### src/sv/spp_pkg.sv
// shared widths, codes and types for the simplex pivot selection block
// used by spp_divider and simplex_pivot_selection, no dependencies
package spp_pkg;

    localparam int IDX_W    = 12;                 // column or row index
    localparam int VAL_W    = 32;                 // signed Q16.16 operand
    localparam int FRAC_W   = 16;                 // fractional bits of Q16.16
    localparam int QUO_W    = VAL_W - 1;          // positive quotient magnitude
    localparam int SAT_SH   = QUO_W - FRAC_W;     // integer bits that fit unsaturated
    localparam int CNT_W    = $clog2(QUO_W);      // divider step counter
    localparam int MAX_DIM  = 4096;               // positions at or above are ignored
    localparam int S_DATA_W = 80;                 // position, value_a, value_b, padded
    localparam int M_DATA_W = 16;                 // found, chosen_index, padded

    // func / kind codes
    localparam logic FUNC_COL = 1'b0;
    localparam logic FUNC_ROW = 1'b1;

    // column rule codes
    localparam logic RULE_FIRST = 1'b0;
    localparam logic RULE_MAX   = 1'b1;

    typedef struct packed {
        logic busy;
        logic done;
    } spp_div_stat_t;

endpackage

### src/sv/spp_divider.sv
// radix-2 restoring divider for the positive Q16.16 ratio, one quotient bit a cycle
// saturates to the largest positive value; depends on spp_pkg
module spp_divider (
    input  logic                           aclk,
    input  logic                           aresetn,
    input  logic                           start,
    input  logic [spp_pkg::VAL_W-1:0]      dividend,   // magnitude, nonzero
    input  logic [spp_pkg::VAL_W-1:0]      divisor,    // magnitude, nonzero
    output spp_pkg::spp_div_stat_t         stat,
    output logic [spp_pkg::QUO_W-1:0]      quotient
);

    logic                        busy_reg;
    logic                        done_reg;
    logic [spp_pkg::CNT_W-1:0]   cnt_reg;
    logic [spp_pkg::VAL_W-1:0]   rem_reg;
    logic [spp_pkg::VAL_W-1:0]   dsr_reg;
    logic [spp_pkg::QUO_W-1:0]   dvd_reg;    // dividend bits shift out, quotient bits shift in

    logic                        sat;
    logic [spp_pkg::VAL_W:0]     trial;
    logic [spp_pkg::VAL_W:0]     diff;
    logic                        ge;

    // quotient reaches 2^QUO_W exactly when dividend >= divisor * 2^SAT_SH
    assign sat   = {{spp_pkg::SAT_SH{1'b0}}, dividend} >=
                   {divisor, {spp_pkg::SAT_SH{1'b0}}};
    assign trial = {rem_reg, dvd_reg[spp_pkg::QUO_W-1]};
    assign diff  = trial - {1'b0, dsr_reg};
    assign ge    = trial >= {1'b0, dsr_reg};

    always_ff @(posedge aclk) begin
        if (!aresetn) begin
            busy_reg <= 1'b0;
            done_reg <= 1'b0;
        end else begin
            done_reg <= 1'b0;
            if (start) begin
                busy_reg <= !sat;
                done_reg <= sat;
            end else if (busy_reg && cnt_reg == '0) begin
                busy_reg <= 1'b0;
                done_reg <= 1'b1;
            end
        end
    end

    always_ff @(posedge aclk) begin
        if (start) begin
            cnt_reg <= spp_pkg::CNT_W'(spp_pkg::QUO_W - 1);
            dsr_reg <= divisor;
            // partial remainder starts with the integer bits above the quotient range
            rem_reg <= spp_pkg::VAL_W'(dividend >> spp_pkg::SAT_SH);
            if (sat) begin
                dvd_reg <= '1;
            end else begin
                dvd_reg <= {dividend[spp_pkg::SAT_SH-1:0], {spp_pkg::FRAC_W{1'b0}}};
            end
        end else if (busy_reg) begin
            cnt_reg <= cnt_reg - 1'b1;
            rem_reg <= ge ? diff[spp_pkg::VAL_W-1:0] : trial[spp_pkg::VAL_W-1:0];
            dvd_reg <= {dvd_reg[spp_pkg::QUO_W-2:0], ge};
        end
    end

    assign stat.busy = busy_reg;
    assign stat.done = done_reg;
    assign quotient  = dvd_reg;

endmodule

### src/sv/simplex_pivot_selection.sv
// simplex pivot selection: column scan and ratio test over streamed tableau elements
// depends on spp_pkg and spp_divider
//
// usage: one tableau element per input beat on the s_axis channel. tuser is func
// (0 objective coefficient, 1 constraint row), tlast marks the end of a scan.
// on the beat with tlast the block sends one m_axis beat: tuser is the kind
// (func of that beat), tdata holds found and chosen_index.
// pivot_rule_we/pivot_rule_wdata set the column rule (0 first positive, 1 largest);
// write it only while no scan is in progress.
// an element is taken only in the idle state, so the block takes no new beat before
// it is through with the last one; an objective element or a row that needs no
// division goes through prepare and update, and a row that needs a division also
// waits in the divide state on the radix-2 divider, which retires one quotient bit
// per cycle; a saturating quotient is known at start. a beat with tlast then goes
// to the emit state, which hands its result to the output register once it is free.
// the output register holds a result while the receiver stalls; the block keeps
// taking elements meanwhile and only waits if a second result is ready before
// the first is taken. reset (aresetn low, synchronous) clears the running best,
// the column rule and the output valid.
module simplex_pivot_selection (
    input  logic                            aclk,
    input  logic                            aresetn,
    input  logic                            pivot_rule_we,
    input  logic                            pivot_rule_wdata,
    input  logic                            s_axis_tvalid,
    output logic                            s_axis_tready,
    input  logic [spp_pkg::S_DATA_W-1:0]    s_axis_tdata,  // position, value_a, value_b, pad
    input  logic                            s_axis_tuser,  // func
    input  logic                            s_axis_tlast,
    output logic                            m_axis_tvalid,
    input  logic                            m_axis_tready,
    output logic [spp_pkg::M_DATA_W-1:0]    m_axis_tdata,  // found, chosen_index, pad
    output logic                            m_axis_tuser   // kind
);

    localparam int IW = spp_pkg::IDX_W;
    localparam int VW = spp_pkg::VAL_W;
    localparam int QW = spp_pkg::QUO_W;

    typedef enum logic [2:0] {
        ST_IDLE,
        ST_PREP,
        ST_DIV,
        ST_UPD,
        ST_EMIT
    } state_t;

    state_t                 state_reg;
    logic                   rule_reg;
    logic                   func_reg;
    logic [IW-1:0]          pos_reg;
    logic [VW-1:0]          a_reg;
    logic [VW-1:0]          b_reg;
    logic                   last_reg;
    logic                   cand_valid_reg;
    logic [QW-1:0]          cand_val_reg;
    logic                   have_best_reg;
    logic [IW-1:0]          best_index_reg;
    logic [QW-1:0]          best_value_reg;
    logic                   out_valid_reg;
    logic                   out_kind_reg;
    logic                   out_found_reg;
    logic [IW-1:0]          out_index_reg;

    logic                   in_beat;
    logic                   pos_ok;
    logic                   a_zero;
    logic                   a_pos;
    logic                   b_zero;
    logic [VW-1:0]          a_mag;
    logic [VW-1:0]          b_mag;
    logic                   div_start;
    spp_pkg::spp_div_stat_t div_stat;
    logic [QW-1:0]          div_quo;
    logic                   better;
    logic                   out_free;

    assign s_axis_tready = (state_reg == ST_IDLE);
    assign in_beat       = s_axis_tvalid && s_axis_tready;

    assign pos_ok = (pos_reg != '0) && ({1'b0, pos_reg} < (IW + 1)'(spp_pkg::MAX_DIM));
    assign a_zero = (a_reg == '0);
    assign b_zero = (b_reg == '0);
    assign a_pos  = !a_reg[VW-1] && !a_zero;
    assign a_mag  = a_reg[VW-1] ? (~a_reg + 1'b1) : a_reg;
    assign b_mag  = b_reg[VW-1] ? (~b_reg + 1'b1) : b_reg;

    // division only for a same-sign row with in-range position, nonzero rhs and coefficient
    assign div_start = (state_reg == ST_PREP) && pos_ok && (func_reg == spp_pkg::FUNC_ROW)
                       && !b_zero && !a_zero && (a_reg[VW-1] == b_reg[VW-1]);

    spp_divider u_div (
        .aclk     (aclk),
        .aresetn  (aresetn),
        .start    (div_start),
        .dividend (a_mag),
        .divisor  (b_mag),
        .stat     (div_stat),
        .quotient (div_quo)
    );

    always_comb begin
        better = 1'b0;
        if (cand_valid_reg) begin
            if (!have_best_reg) begin
                better = 1'b1;
            end else if (func_reg == spp_pkg::FUNC_ROW) begin
                better = cand_val_reg < best_value_reg;
            end else if (rule_reg == spp_pkg::RULE_MAX) begin
                better = cand_val_reg > best_value_reg;
            end
        end
    end

    assign out_free = !out_valid_reg || m_axis_tready;

    always_ff @(posedge aclk) begin
        if (!aresetn) begin
            state_reg      <= ST_IDLE;
            rule_reg       <= spp_pkg::RULE_FIRST;
            have_best_reg  <= 1'b0;
            best_index_reg <= '0;
            best_value_reg <= '0;
            out_valid_reg  <= 1'b0;
        end else begin
            if (pivot_rule_we) begin
                rule_reg <= pivot_rule_wdata;
            end
            if (state_reg == ST_EMIT && out_free) begin
                out_valid_reg <= 1'b1;
            end else if (out_valid_reg && m_axis_tready) begin
                out_valid_reg <= 1'b0;
            end
            unique case (state_reg)
                ST_IDLE: begin
                    if (in_beat) begin
                        func_reg  <= s_axis_tuser;
                        pos_reg   <= s_axis_tdata[IW-1:0];
                        a_reg     <= s_axis_tdata[IW+VW-1:IW];
                        b_reg     <= s_axis_tdata[IW+2*VW-1:IW+VW];
                        last_reg  <= s_axis_tlast;
                        state_reg <= ST_PREP;
                    end
                end
                ST_PREP: begin
                    cand_valid_reg <= 1'b0;
                    cand_val_reg   <= a_reg[QW-1:0];
                    if (div_start) begin
                        state_reg <= ST_DIV;
                    end else begin
                        if (pos_ok) begin
                            // a zero coefficient under a positive rhs counts as saturated
                            cand_valid_reg <= a_pos &&
                                              (func_reg == spp_pkg::FUNC_COL || b_zero);
                            if (func_reg == spp_pkg::FUNC_ROW) begin
                                cand_val_reg <= '1;
                            end
                        end
                        state_reg <= ST_UPD;
                    end
                end
                ST_DIV: begin
                    if (div_stat.done) begin
                        cand_val_reg   <= div_quo;
                        cand_valid_reg <= (div_quo != '0);
                        state_reg      <= ST_UPD;
                    end
                end
                ST_UPD: begin
                    if (better) begin
                        have_best_reg  <= 1'b1;
                        best_value_reg <= cand_val_reg;
                        best_index_reg <= pos_reg;
                    end
                    state_reg <= last_reg ? ST_EMIT : ST_IDLE;
                end
                ST_EMIT: begin
                    if (out_free) begin
                        out_kind_reg   <= func_reg;
                        out_found_reg  <= have_best_reg;
                        out_index_reg  <= have_best_reg ? best_index_reg : '0;
                        have_best_reg  <= 1'b0;
                        best_index_reg <= '0;
                        best_value_reg <= '0;
                        state_reg      <= ST_IDLE;
                    end
                end
                default: begin
                    state_reg <= ST_IDLE;
                end
            endcase
        end
    end

    assign m_axis_tvalid = out_valid_reg;
    assign m_axis_tuser  = out_kind_reg;
    assign m_axis_tdata  = {{(spp_pkg::M_DATA_W - IW - 1){1'b0}}, out_index_reg, out_found_reg};

    a_done_in_div: assert property (@(posedge aclk) disable iff (!aresetn)
        div_stat.done |-> state_reg == ST_DIV)
        else $error("divider finished outside the division state");

    a_no_index_without_pivot: assert property (@(posedge aclk) disable iff (!aresetn)
        (m_axis_tvalid && !m_axis_tdata[0]) |-> m_axis_tdata[IW:1] == '0)
        else $error("index reported without a pivot");

    a_best_cleared: assert property (@(posedge aclk) disable iff (!aresetn)
        (state_reg == ST_EMIT && out_free) |=> !have_best_reg && m_axis_tvalid)
        else $error("running best not cleared after a result");

    a_busy_after_beat: assert property (@(posedge aclk) disable iff (!aresetn)
        in_beat |=> !s_axis_tready)
        else $error("ready while an element is still being processed");

    a_div_start_idle: assert property (@(posedge aclk) disable iff (!aresetn)
        div_start |-> !div_stat.busy)
        else $error("divider started while busy");

endmodule
### config.mk
export PLATFORM = sky130hd
export DESIGN_NAME = simplex_pivot_selection
export DESIGN_NICKNAME = d
export VERILOG_FILES = /design/src/sv/spp_pkg.sv /design/src/sv/spp_divider.sv /design/src/sv/simplex_pivot_selection.sv
export SDC_FILE = /design/constraint.sdc
export NUM_CORES = 1
export LEC_CHECK = 0
export BUFFER_PORTS_ARGS = -buffer_cell sky130_fd_sc_hd__buf_2
export CAP_MARGIN = 10
export CORE_MARGIN = 2
export CORE_UTILIZATION = 55
export CTS_CLUSTER_DIAMETER = 120
export DETAILED_ROUTE_END_ITERATION = 8
export GPL_TIMING_DRIVEN = 0
export HOLD_SLACK_MARGIN = 0.06
export PLACE_DENSITY = 0.77
export SETUP_SLACK_MARGIN = 0.15
export SYNTH_ARGS = -nofsm -noshare
export SYNTH_HDL_FRONTEND = slang
export SYNTH_SLANG_ARGS = --single-unit
export TNS_END_PERCENT = 10
### constraint.sdc
create_clock -name aclk -period 6.05 [get_ports aclk]
set_input_delay 1.815 -clock aclk [delete_from_list [all_inputs] [get_ports aclk]]
set_output_delay 1.815 -clock aclk [all_outputs]
set_load 0.05 [all_outputs]
==> flow_metrics.py, run 1 <==
metrics = {
    "power": {
        "peakVddDrop_uv": 223,
        "power.leakage_nw": 6.46,
        "power_density_nw_per_um2": 298,
    },
    "cts": {
        "clkTransAtPathRegs_ps": 60,
        "cts.sinks": 275,
        "cts_made_buffers": 30,
        "ctsHoldBuffers": 0,
        "cts_max_level": 1,
        "clockBufferDepth": 3,
        "post-cts-setup-buffer-count": 0,
        "cts_tree": "yes",
        "cts-root-buf": "clkbuf_16",
        "clk_latency_ps": 560,
        "cts_resized": 0,
    },
    "placed_design": {
        "place.gp.congestion": 0.971,
        "dpl_worst_slack_ps": 725,
        "io_buffer_count": 98,
        "dp_hpwl_mm": 26.5,
    },
    "cells_and_area": {
        "num_antenna_cells": 0,
        "drive_above_1_share_pct": 12.3,
        "areaGrowthSynthToFinish_pct": 13.5,
        "multi_input_comb_area_um2": 6710,
        "regArea_um2": 7550,
        "nFillCells": 2116,
        "fin_nets": 1740,
    },
    "floorplanning": {
        "core_um2": 26800,
        "start_util_pct": 55.7,
        "num_io_pins": 107,
        "die_w_um": 169,
        "die_area_um2": 28500,
        "fp-row-count": 60,
        "die_height_um": 169,
    },
    "synth": {
        "async_reset_ff_share_pct": 0,
        "synth_area_per_cell_um2": 10.4,
        "yosys_warnings": 0,
        "synth_flop_cell": "edfxtp_1",
        "ys_seq_elements": 275,
        "synth_cells": 1432,
        "synth_cell_types": 75,
        "yosysTopAreaCell": "edfxtp_1",
        "netlist.area_leader.share_pct": 41.0,
        "synthMostInstantiatedCell": "edfxtp_1",
        "synth-seq-area-share_pct": 50.6,
        "synthTopCellsByCount": "edfxtp_1, nand2_1, inv_1",
        "synth_area_leaders": "edfxtp_1, dfxtp_1, ha_1, nand2_1, mux2i_1",
        "synth_area_um2": 14900,
        "synth_edf_count": 204,
    },
    "worst_setup_path": {
        "crit_fanout": 10,
        "path_cells": "or4_1 -> nor3_2 -> nand2b_1 -> or2_2 -> o41ai_1 -> xnor2_1 -> ha_1 -> nand2_1 -> nor3_1 -> nand4_1 -> or4_1 -> and3_1 -> nand4b_4 -> buf_6 -> o211ai_2",
        "cpMostUsedCell": "or4_1",
        "crit_path_max_incr_delay_ps": 670,
        "cp.arrival_ps": 5850,
        "crit_buf_inv": 1,
        "required_ps": 6450,
        "r2r.worst_path.cells": 15,
        "start_kind": "flip-flop",
        "crit_cells": 15,
        "crit_slowest_cell": "or4_1",
        "path_class": "reg2reg",
        "critPathCaptureType": "flip-flop",
        "cp_top_family": "simple AND/OR/NAND/NOR gates",
    },
    "sta": {
        "setup_ws_ps": 607,
        "fmax_mhz": 184,
        "grt_setup_unrepaired": "no",
        "finClkSkew_ps": 12.3,
        "hold_viol_final": 0,
        "fin_setup_tns_ps": 0,
        "max_slew_margin_pct": 26.8,
        "finalSetupViolations": 0,
        "fin_crit_ps": 5440,
        "min_period_over_period_pct": 90.0,
        "slew_violations": 0,
        "worstMarginPinSlew_ps": 1090,
    },
    "run": {
        "maxCapViolations": 0,
    },
    "detailed_routing": {
        "drc": 0,
        "drt_pass1_iterations": 5,
        "drt-total-wl_mm": 35.8,
        "vias_per_cell": 5.92,
        "ant_nets": 0,
        "vias": 11400,
        "wl_per_cell_um": 18.6,
        "dr.first_iter.drc_count": 959,
    },
    "global_route": {
        "antenna_found_initial": 0,
        "track_usage_pct": 25.1,
        "grt-ovfl-total": 0,
        "grt_pass1_vias": 10900,
        "grt_start_max_net_pins": 39,
        "grt_pass1_wl_mm": 57.0,
    },
    "hold_path": {
        "hold_class": "reg2reg",
        "holdPathStages": 2,
    },
    "status": {
        "status": "complete, no violations",
    },
}
cell type report:
| cell class | instances | share of cell area (%) |
|---|---|---|
| flip-flops and latches | 275 | 44.5 |
| multi-input cells | 986 | 39.6 |
| repair buffers | 102 | 3.41 |
| clock buffers | 38 | 5.04 |
| inverters | 102 | 2.26 |
| plain buffers | 71 | 1.89 |
| clock inverters | 14 | 0.746 |
| well taps | 341 | 2.52 |
metrics by stage:
step           power [W]  hold slack (ps)  area, um2  std cells  util [%]
3_5_place_dp     0.00325              459      16000       1877      59.6
3_3_place_gp     0.00322              450      15900       1873      59.2
5_1_grt          0.00525              487      16900       1929      63.2
6_report         0.00505              468      16900       1929      63.2
4_1_cts          0.00505              471      16900       1929      63.2
2_1_floorplan    0.00300              440      14900       1434         -
power by group:
part / internal [W] / total (W) / switching [W] / leakage [nW]
Sequential: 0.00218 / 0.00229 / 0.000110 / 2.47
Combinational: 0.000392 / 0.000944 / 0.000552 / 3.52
Clock: 0.00107 / 0.00182 / 0.000744 / 0.471
worst paths after layout:
check / end / startpoint / slack (ps)
max: u_div.quotient[26]$_DFFE_PP_ / a_reg[2]$_DFFE_PP_ / 610
min: best_value_reg[16]$_SDFFE_PN0P_ / best_value_reg[16]$_SDFFE_PN0P_ / 470
max reg2reg: u_div.quotient[26]$_DFFE_PP_ / a_reg[2]$_DFFE_PP_ / 610
min reg2reg: best_value_reg[16]$_SDFFE_PN0P_ / best_value_reg[16]$_SDFFE_PN0P_ / 470
routing by layer:
layer  global-route usage [%]  vias up  part of all wire (%)
li1                         -     5483                     -
met1                     35.8     5355                    44
met3                     3.13       82                   7.7
met2                     39.8      509                    45
met4                     8.85        0                   3.2
met5                        0        -                     0
worst register-to-register path, stage by stage, from the launching register on:
cell      delay [ps]
edfxtp_1         570
or4_1            670
nor3_2           420
nand2b_1         210
or2_2            360
o41ai_1          320
xnor2_1          250
ha_1             370
nand2_1           60
nor3_1           510
nand4_1          140
or4_1            520
and3_1           240
nand4b_4         310
buf_6            270
o211ai_2          70
cells in the final DEF (no fill, tap or decap), types with 7 or more instances in the layout:
cell type | synthesis | layout
edfxtp_1 | 204 | 204
nand2_1 | 173 | 173
buf_2 | 6 | 104
inv_1 | 101 | 101
ha_1 | 83 | 83
a21oi_1 | 81 | 80
dfxtp_1 | 71 | 71
nor2_1 | 70 | 69
xnor2_1 | 60 | 60
nand3_1 | 59 | 59
o21ai_0 | 59 | 59
clkbuf_1 | 52 | 54
mux2i_1 | 54 | 54
o22a_1 | 32 | 32
clkbuf_16 | 0 | 32
xor2_1 | 29 | 29
o31ai_1 | 20 | 20
nor4_1 | 19 | 19
or3_1 | 17 | 17
nor3_1 | 17 | 17
nand4_1 | 16 | 16
nand2b_1 | 15 | 14
nor2b_1 | 14 | 14
and2_1 | 13 | 13
a211oi_1 | 12 | 12
a21o_1 | 12 | 12
o41ai_1 | 11 | 11
or4_1 | 9 | 9
a31oi_1 | 9 | 9
o21a_1 | 7 | 7
o211ai_2 | 7 | 7
o211ai_1 | 7 | 7
logic make-up (layout without fill, tap and decap cells):
family | count (synthesis) | in the layout | share of synthesized area (%)
buf+inv | 173 | 327 | 4.70
simple gates | 462 | 462 | 15.5
flops | 275 | 275 | 50.6
mux | 56 | 56 | 3.77
xor+xnor | 89 | 89 | 5.22
other cells | 1 | 3 | 0.0251
compound gates | 292 | 292 | 13.1
fa+ha+maj | 84 | 84 | 7.09
Power figures use the tool's default switching activity.
==> run 2, diff against run 1 <==
--- a/config.mk
+++ b/config.mk
@@ -14,7 +14,9 @@
 export GPL_TIMING_DRIVEN = 0
 export HOLD_SLACK_MARGIN = 0.06
 export PLACE_DENSITY = 0.77
+export REMOVE_ABC_BUFFERS = 1
 export SETUP_SLACK_MARGIN = 0.15
+export SLEW_MARGIN = 20
 export SYNTH_ARGS = -nofsm -noshare
 export SYNTH_HDL_FRONTEND = slang
 export SYNTH_SLANG_ARGS = --single-unit
==> run 2 against run 1 <==
  * Clock skew up 17 ps
  * Routed wire length down 4.9%
  * Combinational power down 1%
  * Sequential power about the same
  * Via count down 2.0%
  * Die area unchanged
  * Core utilization down 0.051 points
  * Setup slack worse by 350 ps
  * Register-to-register slack worse by 350 ps
  * Fmax down 6.0%
  * Worst hold slack worse by 0.93 ps
==> flow_metrics.py, run 2 (synthesis results as in run 1) <==
metrics = {
    "power": {
        "clkPwrFrac_pct": 36.4,
        "power.leakage_nw": 6.46,
        "seqPwrFrac_pct": 45.3,
        "comb_power_share_pct": 18.3,
        "peakVddDrop_uv": 242,
        "p_sw_w": 0.00139,
        "power_density_nw_per_um2": 300,
        "sw_frac_of_total_pct": 27.4,
        "power_w": 0.00508,
        "p_int_w": 0.00369,
    },
    "detailed_routing": {
        "vias_per_cell": 5.98,
        "vias": 11200,
        "dr.first_iter.drc_count": 1061,
        "drt_pass1_iterations": 5,
        "drt-total-wl_mm": 34.1,
        "drc": 0,
        "ant_nets": 0,
        "wl_per_cell_um": 18.2,
    },
    "cts": {
        "cts.sinks": 275,
        "cts_tree": "yes",
        "clockBufferDepth": 3,
        "clk_latency_ps": 570,
        "cts_made_buffers": 30,
        "cts_max_level": 1,
        "clkTransAtPathRegs_ps": 60,
        "post-cts-setup-buffer-count": 0,
        "cts-root-buf": "clkbuf_16",
    },
    "sta": {
        "fin_hold_ws_ps": 468,
        "hold_viol_final": 0,
        "setup_ws_ps": 261,
        "grt_setup_unrepaired": "no",
        "fmax_mhz": 173,
        "finalSetupViolations": 0,
        "finClkSkew_ps": 29.3,
        "worstMarginPinSlew_ps": 1430,
        "fin_crit_ps": 5790,
        "max_slew_margin_pct": 3.28,
        "min_period_over_period_pct": 95.7,
        "slew_violations": 0,
    },
    "floorplanning": {
        "fp-row-count": 60,
        "start_util_pct": 55.7,
        "core_um2": 26800,
        "die_height_um": 169,
        "die_area_um2": 28500,
        "num_io_pins": 107,
        "die_w_um": 169,
    },
    "worst_setup_path": {
        "crit_slowest_cell": "nand4b_2",
        "path_cells": "or4_1 -> nor3_2 -> nand2b_1 -> or2_2 -> nor4_1 -> ha_1 -> nand4_1 -> nor3_2 -> nand4_1 -> or4_1 -> and3_1 -> nand4b_2 -> nand2_1",
        "crit_fanout": 16,
        "critPathCaptureType": "flip-flop",
        "crit_path_max_incr_delay_ps": 700,
        "cp_top_family": "simple AND/OR/NAND/NOR gates",
        "cp.arrival_ps": 6190,
        "path_class": "reg2reg",
        "crit_buf_inv": 0,
        "start_kind": "flip-flop",
        "required_ps": 6450,
    },
    "cells_and_area": {
        "final_util_pct": 63.2,
        "fin_nets": 1681,
        "num_antenna_cells": 0,
        "layout_common_cells": "edfxtp_1, nand2_1, inv_1, buf_2, ha_1",
        "drive_above_1_share_pct": 13.1,
        "layout_commonest_cell": "edfxtp_1",
        "nFillCells": 2098,
        "areaGrowthSynthToFinish_pct": 13.4,
        "regArea_um2": 7550,
        "layoutNonFillerInstCount": 1874,
        "multi_input_comb_area_um2": 6790,
    },
    "global_route": {
        "grt_pass1_vias": 10500,
        "track_usage_pct": 23.6,
        "grt-ovfl-total": 0,
        "grt_pass1_wl_mm": 54.6,
        "grt_start_max_net_pins": 90,
        "antenna_found_initial": 0,
    },
    "placed_design": {
        "io_buffer_count": 99,
        "place.gp.congestion": 0.908,
        "place_inst": 1815,
        "dp_hpwl_mm": 23.3,
        "dpl_worst_slack_ps": 344,
    },
    "run": {
        "maxCapViolations": 0,
    },
    "status": {
        "status": "complete, no violations",
    },
    "hold_path": {
        "hold_class": "reg2reg",
    },
}
## run 2: changes by cell type in the layout (fill, tap and decap cells not counted), moves of 5 or more
cell and change:
clkbuf_1 -48, buf_2 -6, buf_8 +6, buf_1 -5
## run 2: worst paths after layout
check                              endpoint  cells past startpoint                      startpoint  slack, ps
min          best_index_reg[8]$_SDFFE_PN0P_                      2  best_index_reg[8]$_SDFFE_PN0P_        470
max reg2reg     u_div.quotient[5]$_DFFE_PP_                     13              a_reg[2]$_DFFE_PP_        260
min reg2reg  best_index_reg[8]$_SDFFE_PN0P_                      2  best_index_reg[8]$_SDFFE_PN0P_        470
max             u_div.quotient[5]$_DFFE_PP_                     13              a_reg[2]$_DFFE_PP_        260
## run 2: tightest hold or removal path: cells and delay by family, from the launching register on
| family | cells | cell delay, ps |
|---|---|---|
| and+or+nand+nor | 1 | 50 |
| muxes | 1 | 60 |
| DFF | 1 | 300 |
## run 2: metrics by stage
stage | instance area, um2 | setup TNS [ps]
after floorplan | 14600 | -29210
after global placement | 15500 | -488260
after detailed placement | 15900 | 0
after CTS | 16900 | 0
after global routing | 16900 | 0
final | 16900 | 0
## run 2: metal layers
metal / share of wire (%) / GRT usage (%) / up-vias / wire length, um
met2: 46 / 37.5 / 424 / 15600
met1: 45 / 33.9 / 5331 / 15300
met5: 0 / 0 / - / 0
met4: 3.0 / 7.46 / 0 / 1010
li1: - / - / 5381 / -
met3: 6.4 / 3.13 / 64 / 2180
## run 2: power by group through the flow
stage	clock network [W]	logic (W)	registers, W
floorplan	0	0.000686	0.00230
global placement	0	0.000857	0.00234
detailed placement	0	0.000908	0.00233
CTS	0.00188	0.000917	0.00230
global route	0.00194	0.00104	0.00232
finish	0.00185	0.000932	0.00230
## run 2: repair_timing
| item | in CTS | in global routing |
|---|---|---|
| hold buffers | 0 | 0 |
| resized for setup | 0 | 1 |
| endpoints found under the setup margin | 0 | 33 |
## run 2: area by class of cell
| type | instances | area share (%) |
|---|---|---|
| sequential | 275 | 44.6 |
| tap | 341 | 2.52 |
| clock buffer | 38 | 4.73 |
| multi-input combinational | 987 | 40.1 |
| inverter | 102 | 2.29 |
| clock inverter | 18 | 1.18 |
| timing repair buffer | 113 | 4.55 |
